[src/hw/rtl/affine_matrix4_inverse_assert.svh]
// ----------------------------------------------------------------------------
// Assertion macros for the affine matrix inverse
// Clocked on clk_i and held off while rst_ni is low.
// ----------------------------------------------------------------------------
`ifndef AFFINE_MATRIX4_INVERSE_ASSERT_SVH
`define AFFINE_MATRIX4_INVERSE_ASSERT_SVH

// check the consequent in the same cycle
`define AMI_ASSERT_NOW(lbl, ant, con) \
  lbl: assert property (@(posedge clk_i) disable iff (!rst_ni) (ant) |-> (con)) \
    else $error("assertion failed");

// check the consequent in the next cycle
`define AMI_ASSERT_NEXT(lbl, ant, con) \
  lbl: assert property (@(posedge clk_i) disable iff (!rst_ni) (ant) |=> (con)) \
    else $error("assertion failed");

`endif

[src/hw/rtl/ami_pkg.sv]
// ----------------------------------------------------------------------------
// Affine matrix inverse package
// Shared constants, row codes, lane control and cofactor index tables.
// ----------------------------------------------------------------------------
package ami_pkg;

  localparam int unsigned WORD_BITS_DEF = 32;
  localparam int unsigned FRAC_BITS_DEF = 16;
  localparam int unsigned EPS_BITS      = 32;
  localparam logic [EPS_BITS-1:0] EPS_RESET = 32'd4295;
  localparam int unsigned LANES = 3;
  localparam int unsigned ROWS  = 4;

  typedef enum logic [1:0] {
    ROW_X = 2'd0,
    ROW_Y = 2'd1,
    ROW_Z = 2'd2,
    ROW_T = 2'd3
  } row_e;

  typedef struct packed {
    logic valid;
    row_e row;
    logic sing;
  } ctl_t;

  // adjugate entry k = 3*row + col: sign * (a[i0]*a[i1] - a[i2]*a[i3])
  localparam logic [3:0] ADJ_IDX [9][4] = '{
    '{4'd4, 4'd8, 4'd5, 4'd7},
    '{4'd1, 4'd8, 4'd2, 4'd7},
    '{4'd1, 4'd5, 4'd2, 4'd4},
    '{4'd3, 4'd8, 4'd5, 4'd6},
    '{4'd0, 4'd8, 4'd2, 4'd6},
    '{4'd0, 4'd5, 4'd2, 4'd3},
    '{4'd3, 4'd7, 4'd4, 4'd6},
    '{4'd0, 4'd7, 4'd1, 4'd6},
    '{4'd0, 4'd4, 4'd1, 4'd3}
  };
  localparam logic ADJ_NEG [9] = '{1'b0, 1'b1, 1'b0, 1'b1, 1'b0, 1'b1, 1'b0, 1'b1, 1'b0};

  // triple products: pair product index, third entry, sign
  localparam logic [4:0] TRI_PROD [6] = '{5'd16, 5'd4, 5'd11, 5'd5, 5'd17, 5'd10};
  localparam logic [3:0] TRI_ELEM [6] = '{4'd8, 4'd6, 4'd7, 4'd6, 4'd8, 4'd7};
  localparam logic TRI_NEG [6] = '{1'b0, 1'b0, 1'b0, 1'b1, 1'b1, 1'b1};

endpackage

[src/hw/rtl/ami_merge.sv]
// ----------------------------------------------------------------------------
// Affine matrix inverse merge stage
// Combines the three lane quotients into one result row.
// ----------------------------------------------------------------------------
module ami_merge #(
  parameter int unsigned WORD_BITS = ami_pkg::WORD_BITS_DEF,
  parameter int unsigned FRAC_BITS = ami_pkg::FRAC_BITS_DEF
) (
  input  logic                        clk_i,
  input  logic                        rst_ni,
  input  ami_pkg::ctl_t               ctl_i,
  input  logic signed [WORD_BITS-1:0] q_i [ami_pkg::LANES],
  output logic                        valid_o,
  output logic [1:0]                  row_o,
  output logic signed [WORD_BITS-1:0] x_o,
  output logic signed [WORD_BITS-1:0] y_o,
  output logic signed [WORD_BITS-1:0] z_o,
  output logic signed [WORD_BITS-1:0] w_o,
  output logic                        sing_o,
  output logic                        last_o
);

  localparam logic [WORD_BITS-1:0] ONE = {{(WORD_BITS-1){1'b0}}, 1'b1} << FRAC_BITS;

  logic                        valid_q, sing_q, last_q;
  logic [1:0]                  row_q;
  logic signed [WORD_BITS-1:0] x_q, y_q, z_q, w_q;

  always_ff @(posedge clk_i or negedge rst_ni) begin
    if (!rst_ni) begin
      valid_q <= 1'b0;
    end else begin
      valid_q <= ctl_i.valid;
    end
  end

  always_ff @(posedge clk_i) begin
    row_q  <= ctl_i.row;
    sing_q <= ctl_i.sing;
    last_q <= (ctl_i.row == ami_pkg::ROW_T);
    x_q    <= ctl_i.sing ? '0 : q_i[0];
    y_q    <= ctl_i.sing ? '0 : q_i[1];
    z_q    <= ctl_i.sing ? '0 : q_i[2];
    w_q    <= (!ctl_i.sing && ctl_i.row == ami_pkg::ROW_T) ? $signed(ONE) : '0;
  end

  assign valid_o = valid_q;
  assign row_o   = row_q;
  assign x_o     = x_q;
  assign y_o     = y_q;
  assign z_o     = z_q;
  assign w_o     = w_q;
  assign sing_o  = sing_q;
  assign last_o  = last_q;

endmodule

[config.mk]
export PLATFORM = sky130hd
export DESIGN_NAME = ami_merge
export DESIGN_NICKNAME = d
export VERILOG_FILES = /design/src/hw/rtl/affine_matrix4_inverse_assert.svh /design/src/hw/rtl/ami_pkg.sv /design/src/hw/rtl/ami_merge.sv
export SDC_FILE = /design/constraint.sdc
export NUM_CORES = 1
export LEC_CHECK = 0
export ABC_AREA = 0
export BUFFER_PORTS_ARGS = -buffer_cell sky130_fd_sc_hd__buf_2
export CAP_MARGIN = 20
export CORE_ASPECT_RATIO = 0.8
export CORE_MARGIN = 5
export CORE_UTILIZATION = 35
export CTS_BUF_LIST = sky130_fd_sc_hd__clkbuf_16
export DETAILED_ROUTE_END_ITERATION = 12
export GPL_ROUTABILITY_DRIVEN = 0
export GPL_TIMING_DRIVEN = 0
export PLACE_DENSITY_LB_ADDON = 0.08
export REMOVE_ABC_BUFFERS = 1
export SYNTH_ARGS = -nofsm -noshare
export SYNTH_HDL_FRONTEND = slang
export SYNTH_SLANG_ARGS = --single-unit
[constraint.sdc]
create_clock -name clk_i -period 0.8 [get_ports clk_i]
set_input_delay 0.08 -clock clk_i [delete_from_list [all_inputs] [get_ports clk_i]]
set_output_delay 0.08 -clock clk_i [all_outputs]
set_load 0.005 [all_outputs]
# [Word-level counts from Yosys, hierarchy flattened]
# Cells that the tools add are included.
[op_classes] n_eq_ne=1 mux=1 reduce_logical=2
[op_table] cell="17-bit two-way mux" count=1
[op_table] cell="2-bit equality test, second input constant" count=1
[op_table] cell="1-bit logical AND" count=1
[op_table] cell="1-bit logical NOT" count=1
[totals] word_cells=12 ff_bits=133 in_bits=102 output_inout_bits=133

# [Logic depth before layout (Yosys ltp)]
# Gate-level depths: netlist (run 1).
[logic_depth] depth_word=3 depth_mapped=3 ltp_nobuf=1

# [Worst setup path after synthesis (run 1)]
# OpenSTA, ideal clock, no wires.
[synth_timing] path_type="input to register" start="input ctl_i[0] (netlist name)" end="register x_q[30] (netlist: x_o[30])" setup_ns=0.065 path_slack_ns=0.295 t_required_ns=0.735 path_buffers=2 arrival_time_ns=0.440 cell_stages=3 cell_sequence="buf_4 > buf_6 > nor2b_1"
[synth_lines] item="start, declared" line="ami_merge.sv:11" source="input ami_pkg::ctl_t ctl_i,"
[synth_lines] item="end signal, assigned" line="ami_merge.sv:41" source="x_q <= ctl_i.sing ? '0 : q_i[0];"
[synth_lines] item="end, declared" line="ami_merge.sv:27" source="logic signed [WORD_BITS-1:0] x_q, y_q, z_q, w_q;"
# No word-level cell between the ends.

# [Worst setup path after layout (run 1)]
[layout_timing] start="register valid_q (netlist: valid_o)" end="output valid_o"
[layout_lines] item="start, declared" line="ami_merge.sv:25" source="logic valid_q, sing_q, last_q;"
[layout_lines] item="start signal, assigned" line="ami_merge.sv:33" source="valid_q <= ctl_i.valid;"
[layout_lines] item="end, declared" line="ami_merge.sv:13" source="output logic valid_o,"
# No word-level cell between the ends.

==> impl_metrics.json, run 1 <==
{
  "ys_top_cells_by_area": "dfxtp_1 (68%), nor2b_1 (20%), buf_4 (8.1%)",
  "cts_buffers": 9,
  "fin_setup_tns_ps": -2110,
  "grt_max_degree": 53,
  "start_util_pct": 35.5,
  "muxShareOfSynthArea_pct": 0,
  "hold_path.class": "input pin to asynchronous set/reset pin",
  "whs_ps": 65.3,
  "synth_simple_gate_area_share_pct": 20.7,
  "use_met2_pct": 26.7,
  "ys_ff_latch": 102,
  "dieArea_mm2": 0.0104,
  "setup_ws_ps": -92.7,
  "grt_overflow": 0,
  "grt_pass1_wl_um": 12800,
  "cp.arrival_ps": 810,
  "dr.pass1.iters": 4,
  "netlist_area_mm2": 0.00297,
  "core_mm2": 0.00837,
  "place_area_mm2": 0.00396,
  "grt_pass1_vias": 2613,
  "clk_pin_slew_ps": 60,
  "crit_path_end_kind": "primary output",
  "drcViolationCount": 0,
  "crit_type": "flop to primary output",
  "p_leak_uw": 0.00267,
  "wl_per_cell_um": 13.0,
  "area_delta_synth_final_pct": 84.0,
  "crit_required_ps": 720,
  "design_area_mm2": 0.00546,
  "crit_chain": "buf_2",
  "ant_nets": 0,
  "finalCritPeriodShare_pct": 112,
  "layout_common_cells": "buf_2 (171), dlygate4sd3_1 (100), nor2b_1 (96)",
  "powerDensity_mw_per_mm2": 1950,
  "vdd_drop_max_uv": 1310,
  "htreeDepth": 3,
  "cp.buffers_inverters": 1,
  "fin_nets": 648,
  "synthAdderAreaFrac_pct": 0,
  "synth_top_family_by_area": "simple AND/OR/NAND/NOR gates",
  "viasPerCell": 3.83,
  "synth_compound_area_share_pct": 0,
  "synth_area_per_cell_um2": 12.3,
  "antennaDiodeCount": 0,
  "cp-start-kind": "flop",
  "clockRootBuffer": "clkbuf_16",
  "total_power_uw": 10600,
  "rows": 30,
  "port_buffers": 203,
  "cts_buffer_depth": 2,
  "rsz0062_at_grt": "true",
  "ios": 235,
  "drv_cap": 0,
  "hold_violations": 0,
  "grt_usage_pct": 15.5,
  "yosysWarnings": 0,
  "drt-initial-drc-count": 85,
  "synth_top_area_cell": "dfxtp_1",
  "routed_wl_um": 8620,
  "max_clock_freq_mhz": 1120,
  "violations": "setup timing",
  "cts_tree": "built",
  "met1_usage_pct": 16.5,
  "vias": 2537,
  "cts_setup_buffers": 0,
  "post-route-util_pct": 65.3,
  "synthCells": 242,
  "critPathTopFamily": "flip-flops",
  "synth.distinct_cells": 9,
  "crit_path_max_incr_delay_ps": 370,
  "yosysTopAreaCellShare_pct": 68.1,
  "antenna_found_initial": 0,
  "met3_usage_pct": 8.56,
  "mostFrequentLayoutCell": "buf_2",
  "maxSlewViolCount": 0,
  "final_layout_size_suffix_gt1_share_pct": 45.6,
  "slowest_stage": "dfrtp_1",
  "setup_viol": 102,
  "dpl.hpwl_um": 5430,
  "die_w_um": 113,
  "synth-xor-area-share_pct": 0,
  "die_height_um": 92.4,
  "clock-sinks": 102,
  "outcome": "finished with violations",
  "ys_seq_area_share_pct": 68.9,
  "finalCriticalPeriod_ps": 893,
  "gr-max-usage-layer": "met2",
  "worstPathMaxFanout": 1
}
==> synthesized netlist by cell type <==
cell,number
conb_1,1
dfxtp_1,101
nor2b_1,96
dfrtp_1,1
and2_1,1
buf_2,6
buf_6,3
buf_4,32
and3b_1,1
==> cells by family after synthesis <==
family / after synthesis
flip-flops: 102
AND/OR/NAND/NOR: 98
buffers and inverters: 41
other: 1
==> sequential cells by signal, indices dropped and copies added, names as in the netlist <==
register  flops
last_o        1
row_o         2
sing_o        1
valid_o       1
w_o           1
x_o          32
y_o          32
z_o          32
==> metal layers <==
layer  vias up  share of wire (%)
met5         -                  0
met2       137                 51
met1      1126                 36
li1       1270                  -
met4         0               0.70
met3         4                 13
==> repair_timing <==
item,4_1_cts,5_1_grt
hold buffers,100,0
endpoints found under the setup margin,102,102
resized for setup,3,62
endpoints found under the hold margin,101,0
==> where the power goes <==
part,leakage (µW),internal (µW),switching [µW]
registers,0.000863,5370,78.4
clock network,0.000136,2090,1770
logic,0.00167,885,450
==> area by class of cell <==
cell class,count,area (µm²)
multi-input cells,129,732
clock buffers,9,225
repair buffers,304,2230
clock inverters,7,43.8
fillers,632,2910
well taps,112,140
flip-flops and latches,102,2090
==> per-stage QoR <==
stage | worst slack, ps | cells
final | -92.7 | 663
after global routing | -130 | 663
after CTS | -98.7 | 663
after detailed placement | -221 | 547
after global placement | -970 | 546
after floorplan | 371 | 231
==> final timing paths <==
kind                                    from           endpoint  depth (start not counted)
max in group asynchronous             rst_ni  valid_o$_DFF_PN0_                          2
min in group clk_i                  ctl_i[0]     sing_o$_DFF_P_                          1
max                        valid_o$_DFF_PN0_            valid_o                          1
min                                   rst_ni  valid_o$_DFF_PN0_                          2
Power figures use the tool's default switching activity.
==> run 2, diff against run 1 <==
SETUP_SLACK_MARGIN = 0.4   (was default)
==> run 2 against run 1 <==
  * The flow finishes with violations (hold timing, setup timing)
  * Hold slack got worse by 200 ps
  * Sequential share of layout area increased by 8.3 points
  * Die area unchanged
  * Fmax increased by 1.7%
  * Largest cell class is now flip-flops and latches
==> impl_metrics.json, run 2 (synthesized netlist as in run 1, its figures left out) <==
{
  "viasPerCell": 3.77,
  "ios": 235,
  "finalCritPeriodShare_pct": 110,
  "maxSlewViolCount": 0,
  "final_layout_size_suffix_gt1_share_pct": 55.2,
  "start_util_pct": 35.5,
  "antennaDiodeCount": 0,
  "crit_required_ps": 720,
  "whs_ps": -137,
  "rsz0062_at_grt": "true",
  "grt_overflow": 0,
  "htreeDepth": 3,
  "cts_buffers": 9,
  "core_mm2": 0.00837,
  "fin_nets": 550,
  "dpl.hpwl_um": 5430,
  "max_clock_freq_mhz": 1140,
  "crit_type": "flop to primary output",
  "area_delta_synth_final_pct": 51.1,
  "antenna_found_initial": 0,
  "finalCriticalPeriod_ps": 878,
  "crit_path_max_incr_delay_ps": 360,
  "violations": "hold timing, setup timing",
  "vdd_drop_max_uv": 1300,
  "grt_pass1_vias": 2104,
  "setup_ws_ps": -77.6,
  "setup_viol": 102,
  "grt_pass1_wl_um": 10500,
  "grt_max_degree": 49,
  "drcViolationCount": 0,
  "grt_usage_pct": 12.9,
  "layout_common_cells": "buf_2 (176), nor2b_1 (96), dfxtp_1 (69)",
  "cp.arrival_ps": 800,
  "rows": 30,
  "outcome": "finished with violations",
  "die_w_um": 113,
  "ant_nets": 0,
  "critPathTopFamily": "flip-flops",
  "cts_hold_buf": 1,
  "drv_cap": 0,
  "hold_violations": 99,
  "p_leak_uw": 0.00227,
  "vias": 2129,
  "drt-initial-drc-count": 60,
  "worstPathMaxFanout": 1,
  "clock-sinks": 102,
  "cts_tree": "built",
  "powerDensity_mw_per_mm2": 2280,
  "cp-start-kind": "flop",
  "hold_path.class": "input pin to flop",
  "crit_path_end_kind": "primary output",
  "routed_wl_um": 7190,
  "dr.pass1.iters": 2,
  "mostFrequentLayoutCell": "buf_2",
  "crit_chain": "buf_2",
  "slowest_stage": "dfrtp_1",
  "port_buffers": 203,
  "clk_pin_slew_ps": 60,
  "cp.buffers_inverters": 1,
  "fin_setup_tns_ps": -1960,
  "die_height_um": 92.4,
  "clockRootBuffer": "clkbuf_16",
  "dieArea_mm2": 0.0104,
  "cts_buffer_depth": 2,
  "wl_per_cell_um": 12.7
}
[run 2: what timing repair did]
| item | 4_1_cts | 5_1_grt |
|---|---|---|
| endpoints found under the setup margin | 158 | 102 |
| hold endpoints to repair | 101 | 88 |
| gates resized for setup | 8 | 55 |
| gates cloned | 1 | 0 |
| buffers inserted | 0 | 0 |
[run 2: per-layer routing]
metal	GRT usage [%]	routed length (µm)	vias up
met5	0	0	-
met4	3.90	55	0
met3	8.88	1170	5
met2	21.4	3510	135
met1	13.1	2460	916
li1	-	-	1073
[run 2: where the power goes]
part	internal, µW	switching (µW)	total [µW]
clock	2090	1750	3840
combinational	579	367	946
sequential	5370	70.7	5440
total	8040	2190	10200
[run 2: path summary, 6_finish.rpt]
kind / from / end / slack [ps] / cells after the start
worst max-delay path: valid_o$_DFF_PN0_ / valid_o / -80 / 1
worst min-delay path: ctl_i[3] / valid_o$_DFF_PN0_ / -140 / 1
max in group asynchronous: rst_ni / valid_o$_DFF_PN0_ / 660 / 2
min in group asynchronous: rst_ni / valid_o$_DFF_PN0_ / 50 / 2
[run 2: final cells by class]
| cell class | count | area, µm² |
|---|---|---|
| Fill cell | 778 | 3880 |
| Sequential cell | 102 | 2090 |
| Timing Repair Buffer | 206 | 1260 |
| Multi-Input combinational cell | 129 | 732 |
| Clock buffer | 9 | 225 |
| Tap cell | 112 | 140 |
| Clock inverter | 7 | 43.8 |
[run 2: metrics by stage]
stage / cell area (µm²) / total power [µW] / utilization (%) / instances / worst slack [ps]
floorplan: 2780 / 5770 / - / 231 / 371
global placement: 3940 / 6350 / 47.0 / 546 / -970
detailed placement: 3960 / 6370 / 47.3 / 547 / -221
CTS: 4290 / 10300 / 51.3 / 565 / -98.7
global route: 4490 / 10800 / 53.6 / 565 / -109
finish: 4490 / 10200 / 53.6 / 565 / -77.6
==> run 3, diff against run 2 <==
GPL_TIMING_DRIVEN = default   (was 0)
==> run 3 against run 2 <==
  * The flow still finishes with violations (hold timing, setup timing)
  * Count of clock-buffer cells in the layout did not move
  * Highest routed layer unchanged
  * Cell area increased by 0.42%
  * Largest power group unchanged
  * Combinational power about the same
  * Critical path type unchanged
==> impl_metrics.json, run 3 (synthesized netlist as in run 1, its figures left out) <==
{
  "powerDensity_mw_per_mm2": 2370,
  "dpl.hpwl_um": 5660,
  "drv_cap": 0,
  "grt_usage_pct": 13.3,
  "routedLengthMet1_um": 2520,
  "p_leak_uw": 0.00229,
  "grt_pass1_vias": 2111,
  "setup_viol": 102,
  "fin_nets": 553,
  "maxSlewViolCount": 0,
  "worstPathMaxFanout": 1,
  "critPathTopFamily": "flip-flops",
  "clockRootBuffer": "clkbuf_16",
  "outcome": "finished with violations",
  "hp-start": "ctl_i[3]",
  "antennaDiodeCount": 0,
  "hold_path.class": "input pin to flop",
  "finalCritPeriodShare_pct": 110,
  "cts_tree": "built",
  "wl_met2_um": 3420,
  "mostFrequentLayoutCell": "buf_2",
  "path_depth": 1,
  "vdd_drop_max_uv": 1230,
  "die_w_um": 113,
  "wl_met3_um": 1160,
  "final_layout_size_suffix_gt1_share_pct": 55.0,
  "cts_hold_buf": 1,
  "port_buffers": 203,
  "cts_setup_buffers": 0,
  "crit_path_max_incr_delay_ps": 360,
  "crit_chain": "buf_2",
  "clock-sinks": 102,
  "grt_max_degree": 52,
  "fin_setup_tns_ps": -2650,
  "drcViolationCount": 0,
  "rows": 30,
  "drt-initial-drc-count": 50,
  "ios": 235,
  "htreeDepth": 3,
  "antenna_found_initial": 0,
  "violations": "hold timing, setup timing",
  "min_path_cells": 1,
  "cts_buffers": 9,
  "cts_buffer_depth": 2,
  "crit_path_end_kind": "primary output",
  "cp-start-kind": "flop",
  "ant_nets": 0,
  "dieArea_mm2": 0.0104,
  "dr.pass1.iters": 4,
  "post-route-util_pct": 53.8,
  "routed.top_layer": "met4",
  "clk_pin_slew_ps": 70,
  "rsz0062_at_grt": "true",
  "cp.buffers_inverters": 1,
  "crit_type": "flop to primary output",
  "layout_common_cells": "buf_2 (181), nor2b_1 (95), dfxtp_1 (73)",
  "max_clock_freq_mhz": 1130,
  "wl_per_cell_um": 12.8,
  "routed_wl_um": 7260,
  "whs_ps": -142,
  "holdPathEnd": "valid_o$_DFF_PN0_",
  "grt_pass1_wl_um": 10700,
  "start_util_pct": 35.5,
  "core_mm2": 0.00837,
  "fillers": 758,
  "area_delta_synth_final_pct": 51.7,
  "die_height_um": 92.4,
  "crit_required_ps": 720,
  "hold_violations": 97,
  "vias": 2155,
  "finalCriticalPeriod_ps": 884,
  "grt_overflow": 0,
  "cp.arrival_ps": 800,
  "viasPerCell": 3.79,
  "slowest_stage": "dfrtp_1",
  "setup_ws_ps": -83.8
}
-- run 3: worst max path at each step --
stage / startpoint / to / slack (ps)
5_1_grt: valid_o$_DFF_PN0_ / valid_o / -120
4_1_cts: valid_o$_DFF_PN0_ / valid_o / -110
2_1_floorplan: valid_o$_DFF_PN0_ / valid_o / 370
3_5_place_dp: ctl_i[0] / x_o[11]$_SDFF_PP0_ / 50
3_3_place_gp: ctl_i[0] / w_o[16]$_DFF_P_ / 90
6_report: valid_o$_DFF_PN0_ / valid_o / -80
-- run 3: routing by layer --
layer | track usage (%) | vias up
met1 | 13.9 | 924
met4 | 6.41 | 0
met3 | 8.82 | 12
met5 | 0 | -
li1 | - | 1082
met2 | 20.8 | 137
-- run 3: per-stage QoR --
step           hold slack (ps)  cells  worst slack (ps)  area (µm²)  power, µW
6_report                  -142    568             -83.8        4510      10700
3_3_place_gp              -145    551              91.9        4020       6410
5_1_grt                   -162    568              -125        4510      11200
2_1_floorplan             -216    231               371        2780       5770
3_5_place_dp              -145    551              54.2        4020       6410
4_1_cts                   -157    568              -106        4330      10700
-- run 3: area by class of cell --
cell class | count | area [µm²] | share of cell area (%)
clock buffers | 9 | 225 | 5.00
clock inverters | 7 | 72.6 | 1.61
multi-input cells | 129 | 734 | 16.3
flip-flops and latches | 102 | 2080 | 46.2
well taps | 112 | 140 | 3.11
repair buffers | 209 | 1250 | 27.8
-- run 3: where the power goes --
group | switching, µW | leakage [µW] | total [µW] | internal, µW
combinational | 371 | 0.00128 | 945 | 574
clock | 1840 | 0.000150 | 4280 | 2440
sequential | 70.0 | 0.000861 | 5430 | 5360
total | 2280 | 0.00229 | 10700 | 8380
-- run 3: what timing repair did --
action / 4_1_cts / 5_1_grt
setup endpoints to repair: 102 / 103
hold endpoints to repair: 101 / 96
resized for setup: 3 / 48
